File: src/design/dtd_pkg.sv
// shared types, widths and calendar helpers for the date-time difference block
package dtd_pkg;

  localparam int unsigned YearW   = 12;
  localparam int unsigned MonthW  = 4;
  localparam int unsigned DayW    = 5;
  localparam int unsigned HourW   = 5;
  localparam int unsigned MinuteW = 6;
  localparam int unsigned SecondW = 6;

  localparam int unsigned DateW   = YearW + MonthW + DayW + HourW + MinuteW + SecondW;
  localparam int unsigned InDataW = 80;
  localparam int unsigned OutDataW = 40;

  localparam logic [SecondW-1:0] SecondBase = SecondW'(60);
  localparam logic [MinuteW-1:0] MinuteBase = MinuteW'(60);
  localparam logic [HourW-1:0]   HourBase   = HourW'(24);
  localparam logic [MonthW-1:0]  MonthBase  = MonthW'(12);

  localparam logic [MonthW-1:0]  MonthFeb   = MonthW'(2);
  localparam logic [DayW-1:0]    FebLeapLen = DayW'(29);

  // inverse of 25 modulo 2**12 and the largest multiple-of-25 quotient in 12 bits
  localparam logic [YearW-1:0]   Inv25      = YearW'(3113);
  localparam logic [YearW-1:0]   Max25Quot  = YearW'(163);

  // first member sits in the highest bits, so year lands at bit 0
  typedef struct packed {
    logic [SecondW-1:0] second;
    logic [MinuteW-1:0] minute;
    logic [HourW-1:0]   hour;
    logic [DayW-1:0]    day;
    logic [MonthW-1:0]  month;
    logic [YearW-1:0]   year;
  } date_t;

  typedef struct packed {
    logic [SecondW-1:0] seconds;
    logic [MinuteW-1:0] minutes;
    logic [HourW-1:0]   hours;
    logic [DayW-1:0]    days;
    logic [MonthW-1:0]  months;
    logic [YearW-1:0]   years;
  } diff_t;

  // days in a month by 4-bit code, codes outside 1..12 count as 31
  function automatic logic [DayW-1:0] base_month_len(input logic [MonthW-1:0] month);
    logic [DayW-1:0] len;
    unique case (month) inside
      4'd2:                    len = DayW'(28);
      4'd4, 4'd6, 4'd9, 4'd11: len = DayW'(30);
      default:                 len = DayW'(31);
    endcase
    return len;
  endfunction

  // gregorian leap rule, division by 25 tested through the modular inverse
  function automatic logic is_leap(input logic [YearW-1:0] year);
    logic [YearW-1:0] prod;
    logic             div25;
    logic             div100;
    logic             div400;
    // only the product modulo 2**12 matters
    prod   = year * Inv25;
    div25  = (prod <= Max25Quot);
    div100 = (year[1:0] == 2'b00) && div25;
    div400 = (year[3:0] == 4'b0000) && div25;
    return (year[1:0] == 2'b00) && (!div100 || div400);
  endfunction

  function automatic logic [DayW-1:0] month_len(input logic [YearW-1:0]  year,
                                                input logic [MonthW-1:0] month);
    logic [DayW-1:0] len;
    len = base_month_len(month);
    if (month == MonthFeb && is_leap(year)) begin
      len = FebLeapLen;
    end
    return len;
  endfunction

endpackage

File: src/design/dtd_order.sv
// orders two date-times into the later and the earlier one
module dtd_order (
  input  dtd_pkg::date_t first_i,
  input  dtd_pkg::date_t second_i,
  output dtd_pkg::date_t late_o,
  output dtd_pkg::date_t early_o
);

  logic [dtd_pkg::DateW-1:0] first_key;
  logic [dtd_pkg::DateW-1:0] second_key;
  logic                      first_earlier;

  // year in the top bits so one compare gives the field-by-field order
  assign first_key  = {first_i.year, first_i.month, first_i.day,
                       first_i.hour, first_i.minute, first_i.second};
  assign second_key = {second_i.year, second_i.month, second_i.day,
                       second_i.hour, second_i.minute, second_i.second};

  assign first_earlier = (first_key < second_key);

  assign late_o  = first_earlier ? second_i : first_i;
  assign early_o = first_earlier ? first_i  : second_i;

endmodule

File: src/design/date_time_difference.sv
// top level: three-stage pipeline computing the calendar difference of two date-times
//
//  channel  dir  beat contents (tdata from bit 0 up)
//  s_axis   in   first_* date then second_* date, 76 bits padded to 80
//  m_axis   out  diff_years .. diff_seconds, 38 bits padded to 40
//
// one pair accepted per cycle unless a stall on m_axis holds the pipeline
// stage 1 registers the ordered pair, stage 2 the second/minute/hour borrow
// chain plus the earlier month length, stage 3 (output register) day/month/year
// reset clears only the stage valid bits, data registers are not reset
// a stall on m_axis backs up stage by stage; a stage takes a beat when empty
// or when the next one moves, so nothing is dropped or repeated
module date_time_difference (
  input  logic                          clk_i,
  input  logic                          rst_ni,
  input  logic                          s_axis_tvalid,
  output logic                          s_axis_tready,
  // first_year, first_month, first_day, first_hour, first_minute, first_second,
  // second_year, second_month, second_day, second_hour, second_minute,
  // second_second, zero pad
  input  logic [dtd_pkg::InDataW-1:0]   s_axis_tdata,
  output logic                          m_axis_tvalid,
  input  logic                          m_axis_tready,
  // diff_years, diff_months, diff_days, diff_hours, diff_minutes, diff_seconds,
  // zero pad
  output logic [dtd_pkg::OutDataW-1:0]  m_axis_tdata
);

  // ---------------------------------------------------------------- handshake
  logic v1_q, v2_q, v3_q;
  logic rdy1, rdy2, rdy3;
  logic adv1, adv2, adv3;

  assign rdy3 = !v3_q || m_axis_tready;
  assign rdy2 = !v2_q || rdy3;
  assign rdy1 = !v1_q || rdy2;

  assign adv1 = s_axis_tvalid && rdy1;
  assign adv2 = v1_q && rdy2;
  assign adv3 = v2_q && rdy3;

  assign s_axis_tready = rdy1;

  always_ff @(posedge clk_i or negedge rst_ni) begin
    if (!rst_ni) begin
      v1_q <= 1'b0;
      v2_q <= 1'b0;
      v3_q <= 1'b0;
    end else begin
      if (rdy1) v1_q <= s_axis_tvalid;
      if (rdy2) v2_q <= v1_q;
      if (rdy3) v3_q <= v2_q;
    end
  end

  // ---------------------------------------------------------------- stage 1
  dtd_pkg::date_t first_in, second_in;
  dtd_pkg::date_t late_d, early_d;
  dtd_pkg::date_t late_q, early_q;

  assign first_in  = dtd_pkg::date_t'(s_axis_tdata[dtd_pkg::DateW-1:0]);
  assign second_in = dtd_pkg::date_t'(s_axis_tdata[2*dtd_pkg::DateW-1:dtd_pkg::DateW]);

  dtd_order u_order (
    .first_i  (first_in),
    .second_i (second_in),
    .late_o   (late_d),
    .early_o  (early_d)
  );

  always_ff @(posedge clk_i) begin
    if (adv1) begin
      late_q  <= late_d;
      early_q <= early_d;
    end
  end

  // ---------------------------------------------------------------- stage 2
  // subtract seconds, minutes and hours, each borrow feeding the next field
  logic                         brw_sec, brw_min, brw_hour;
  logic [dtd_pkg::SecondW-1:0]  dsec_d;
  logic [dtd_pkg::MinuteW-1:0]  dmin_d;
  logic [dtd_pkg::HourW-1:0]    dhour_d;
  logic [dtd_pkg::DayW-1:0]     mlen_d;

  always_comb begin
    brw_sec = (late_q.second < early_q.second);
    dsec_d  = late_q.second - early_q.second
              + (brw_sec ? dtd_pkg::SecondBase : dtd_pkg::SecondW'(0));

    brw_min = ({1'b0, late_q.minute} <
               ({1'b0, early_q.minute} + (dtd_pkg::MinuteW+1)'(brw_sec)));
    dmin_d  = late_q.minute - early_q.minute - dtd_pkg::MinuteW'(brw_sec)
              + (brw_min ? dtd_pkg::MinuteBase : dtd_pkg::MinuteW'(0));

    brw_hour = ({1'b0, late_q.hour} <
                ({1'b0, early_q.hour} + (dtd_pkg::HourW+1)'(brw_min)));
    dhour_d  = late_q.hour - early_q.hour - dtd_pkg::HourW'(brw_min)
               + (brw_hour ? dtd_pkg::HourBase : dtd_pkg::HourW'(0));

    // length of the earlier date's month, used if the day field borrows
    mlen_d = dtd_pkg::month_len(early_q.year, early_q.month);
  end

  logic [dtd_pkg::SecondW-1:0] dsec_q;
  logic [dtd_pkg::MinuteW-1:0] dmin_q;
  logic [dtd_pkg::HourW-1:0]   dhour_q;
  logic                        brw_hour_q;
  logic [dtd_pkg::DayW-1:0]    mlen_q;
  logic [dtd_pkg::YearW-1:0]   late_year_q, early_year_q;
  logic [dtd_pkg::MonthW-1:0]  late_month_q, early_month_q;
  logic [dtd_pkg::DayW-1:0]    late_day_q, early_day_q;

  always_ff @(posedge clk_i) begin
    if (adv2) begin
      dsec_q        <= dsec_d;
      dmin_q        <= dmin_d;
      dhour_q       <= dhour_d;
      brw_hour_q    <= brw_hour;
      mlen_q        <= mlen_d;
      late_year_q   <= late_q.year;
      early_year_q  <= early_q.year;
      late_month_q  <= late_q.month;
      early_month_q <= early_q.month;
      late_day_q    <= late_q.day;
      early_day_q   <= early_q.day;
    end
  end

  // ---------------------------------------------------------------- stage 3
  // days borrow the length of the earlier date's month, months borrow a year
  logic            brw_day, brw_month;
  dtd_pkg::diff_t  diff_d, diff_q;

  always_comb begin
    brw_day = ({1'b0, late_day_q} <
               ({1'b0, early_day_q} + (dtd_pkg::DayW+1)'(brw_hour_q)));
    brw_month = ({1'b0, late_month_q} <
                 ({1'b0, early_month_q} + (dtd_pkg::MonthW+1)'(brw_day)));

    diff_d.seconds = dsec_q;
    diff_d.minutes = dmin_q;
    diff_d.hours   = dhour_q;
    diff_d.days    = late_day_q - early_day_q - dtd_pkg::DayW'(brw_hour_q)
                     + (brw_day ? mlen_q : dtd_pkg::DayW'(0));
    diff_d.months  = late_month_q - early_month_q - dtd_pkg::MonthW'(brw_day)
                     + (brw_month ? dtd_pkg::MonthBase : dtd_pkg::MonthW'(0));
    diff_d.years   = late_year_q - early_year_q - dtd_pkg::YearW'(brw_month);
  end

  always_ff @(posedge clk_i) begin
    if (adv3) begin
      diff_q <= diff_d;
    end
  end

  assign m_axis_tvalid = v3_q;
  assign m_axis_tdata  = {(dtd_pkg::OutDataW-dtd_pkg::DateW)'(0), diff_q};

  // ---------------------------------------------------------------- checks
  // stage 1 always holds the pair in order
  assert property (@(posedge clk_i) disable iff (!rst_ni)
    v1_q |-> ({late_q.year, late_q.month, late_q.day, late_q.hour,
               late_q.minute, late_q.second} >=
              {early_q.year, early_q.month, early_q.day, early_q.hour,
               early_q.minute, early_q.second}))
    else $error("stage 1 pair out of order");

  // a beat moving out of stage 1 arrives in stage 2
  assert property (@(posedge clk_i) disable iff (!rst_ni)
    adv2 |=> v2_q)
    else $error("stage 2 lost a beat");

  // a beat moving out of stage 2 arrives at the output
  assert property (@(posedge clk_i) disable iff (!rst_ni)
    adv3 |=> m_axis_tvalid)
    else $error("output stage lost a beat");

  // equal dates leave no time difference and no borrow
  assert property (@(posedge clk_i) disable iff (!rst_ni)
    (adv2 && late_q == early_q) |=>
      (dsec_q == '0 && dmin_q == '0 && dhour_q == '0 && !brw_hour_q))
    else $error("equal dates gave a nonzero time difference");

endmodule
File: config.mk
export PLATFORM = sky130hd
export DESIGN_NAME = date_time_difference
export DESIGN_NICKNAME = d
export VERILOG_FILES = /design/src/design/dtd_pkg.sv /design/src/design/dtd_order.sv /design/src/design/date_time_difference.sv
export SDC_FILE = /design/constraint.sdc
export NUM_CORES = 1
export LEC_CHECK = 0
export BUFFER_PORTS_ARGS = -buffer_cell sky130_fd_sc_hd__buf_2
export CORE_AREA = 4 4 196 198
export CTS_BUF_LIST = sky130_fd_sc_hd__clkbuf_2
export CTS_CLUSTER_SIZE = 20
export DETAILED_ROUTE_END_ITERATION = 10
export DIE_AREA = 0 0 200 202
export SETUP_SLACK_MARGIN = 0.5
export SLEW_MARGIN = 0
export SYNTH_ARGS = -nofsm -noshare
export SYNTH_HDL_FRONTEND = slang
export SYNTH_SLANG_ARGS = --single-unit
export TNS_END_PERCENT = 50
File: constraint.sdc
create_clock -name clk_i -period 6.3 [get_ports clk_i]
set_clock_uncertainty 0.2 [all_clocks]
set_input_delay 0.63 -clock clk_i [delete_from_list [all_inputs] [get_ports clk_i]]
set_output_delay 0.63 -clock clk_i [all_outputs]
set_load 0.05 [all_outputs]
==> metrics.txt <==
Rel. slew slack 30.3%; sequential power share 42.1%; busiest grt layer met2; Layout Cells excl Fill 1614; Avg Inst Size Synth 12.7 um2; clock sink count 179; port bufs 119; drt drc 0; power density over cell area 290 mW/mm2; Row Count 70; fin crit period 6140 ps; share of layout cells above drive strength 1 22.0%; power share of the clock group 16.7%; Max FO, Critical Path 2; Sw Share 36.6%; die footprint 0.0404 mm2; r2r setup slk 160 ps; Reg clk slew, reported paths 290 ps; vias per cell 4.27; Max Slew Vio Count 0; Static Leakage 0.00605 uW; # IOs 126; antenna viol nets, final 0; Initial Utilization 29.9%; final setup vio count 0; yosys warns 0; fmax 0.163 GHz; Slowest-stage cell, CP edfxtp_1; Synth Instances 860; clock latency on the worst-skew pair 790 ps; CP Capture Type flip-flop; gr usage total 11.1%; initial antenna violation count 9; Post-Synthesis Cell Area 0.0109 mm2; RD Place Congestion 0.786; gr ovfl total 0; CTS tree done; M3 GR Usage 2.65%; routed length per instance 13.5 um; # nets final 1383; CP delay by family, top adder cells; Setup crit start kind flip-flop; final wirelength 21800 um; Hold Fails Final Rpt 0; first-pass GRT wire length 35400 um; Critical Path Max Stage Delay 430 ps; vias in the first global route 7241; max-cap violations 0; number of fill cells 3460; Initial DRT Pass Iterations 4; FFs w/ async S/R, synth 1.68%; placed instance count 1448; worst hold slack 257 ps; kind of critical path reg -> reg; GR Layer Usage met2 20.0%; pre-CTS WS 3.86 ps; Setup WS post-layout 164 ps; DR iter-0 viols 243; crit share post-route 97.4%; M1 GR Usage 12.9%; WP data required 6700 ps; Cell Int Power 2560 uW; Post-synth EDFFs 176; largest net degree at the start of global routing 77; library cells used by synthesis 46; outcome complete, no violations; Vias 6891; NetSw 1480 uW; unrepaired setup endpoints after global routing yes; Seq/Total Area, Yosys 49.1%; critical path arrival 6530 ps; most common cell after layout, fill and taps aside inv_1; hpwl dp 16200 um; Worst Tran Pin Value 1050 ps; CP bufs+invs 5; die height 202 um; area delta synth->final 27.6%; Crit path top cell by count o21a_1; root buf cell clkbuf_2; highest-count cells in the layout ignoring fill and taps inv_1 (177), edfxtp_1 (176), ha_1 (131); CTS Buf Count 17; VDD IR max 0.000126 V; Hold Crit Class reg -> reg; top_reg_cell synth edfxtp_1; Core ar. 0.0365 mm2; H-tree Lvls 4; clk buf depth 2; Yosys reg bits 179; Die X 200 um; combinational power share 41.2%
## final cells by class
cell class | instances | area, um2 | area share [%]
antenna | 6 | 15.0 | 0.108
clock buffer | 17 | 85.1 | 0.611
clock inverter | 15 | 200 | 1.44
inverter | 185 | 694 | 4.98
multi-input combinational | 487 | 5070 | 36.4
sequential | 179 | 5360 | 38.5
tap | 468 | 586 | 4.20
timing repair buffer | 257 | 1930 | 13.8
## cell usage after synthesis, drive strengths merged (6+ instances only)
library cell  instances  area share [%]
inv                 185             6.4
edfxtp              176              48
ha                  143              16
mux2                 76             7.8
xnor2                46             3.7
a21oi                29             1.3
fa                   29             5.3
nand2                20            0.69
o21ai                17            0.78
xor2                 16             1.3
nor2                 15            0.52
nor2b                11            0.63
buf                  10            0.76
nand2b               10            0.57
nand3                 9            0.41
a21o                  8            0.55
o21a                  8            0.55
nand4                 6            0.34
## final timing paths
check / cells past startpoint / to / from
min in group asynchronous: 3 / v2_q / rst_ni
hold / removal: 0 / late_month_q[1] / late_q[13]
setup / recovery: 34 / dhour_q[4] / early_q[32]
setup reg to reg: 34 / dhour_q[4] / early_q[32]
max in group asynchronous: 3 / m_axis_tvalid / rst_ni
hold reg to reg: 0 / late_month_q[1] / late_q[13]
## timing repair
action / in CTS / in global routing
hold buffers: 119 / 0
endpoints found under the setup margin: 5 / 5
gates resized for setup: 27 / 17
hold endpoints to repair: 82 / 0
buffers inserted: 6 / 3
pin swaps: 38 / 23
## power by group through the flow
| stage | clock network (uW) | registers (uW) | logic [uW] |
|---|---|---|---|
| 5_1_grt | 764 | 1720 | 1880 |
| 3_3_place_gp | 0 | 1730 | 1490 |
| 3_5_place_dp | 0 | 1730 | 1520 |
| 6_report | 675 | 1700 | 1670 |
| 4_1_cts | 711 | 1710 | 1660 |
| 2_1_floorplan | 0 | 1970 | 904 |
## per-layer routing
layer | share of wire (%) | wire length (um)
met1 | 43 | 9330
met2 | 51 | 11200
met3 | 3.4 | 745
met4 | 2.2 | 476
met5 | 0.14 | 31
## worst register-to-register path: cells and delay by family, from the launching register on
family	cells	cell delay [ps]
adders and majority gates	10	2690
AOI/OAI and AO/OA	11	1400
xor gates and xnor gates	4	570
and+or+nand+nor	4	480
DFF	1	430
buffers and inverters	5	240
## stage by stage
stage	cell area, um2	util [%]	setup TNS (ps)	total power, uW
after detailed placement	12200	33.4	0	3250
after global routing	13900	38.2	-178	4370
after global placement	12200	33.4	0	3220
final	13900	38.2	0	4040
after floorplan	11000	-	0	2870
after CTS	13800	37.8	0	4070
## flip-flops by register name, indices dropped and copies added, names as in the netlist, 2 cells and up
name and cells:
mlen_q 2, late_day_q 5, dsec_q 6, early_q 38, early_day_q 5, late_year_q 12, early_month_q 4, dmin_q 6
dhour_q 5, m_axis_tdata 38, early_year_q 12, late_month_q 4, late_q 38
## logic make-up after synthesis
logic type	share of synthesized area, %
AOI/OAI and AO/OA	5.18
xor gates and xnor gates	4.97
adders and majority gates	21.7
buffers and inverters	7.11
DFF	49.1
muxes	7.84
other	0.0343
and+or+nand+nor	4.10
Note: power is estimated with default switching activity, not from simulation.
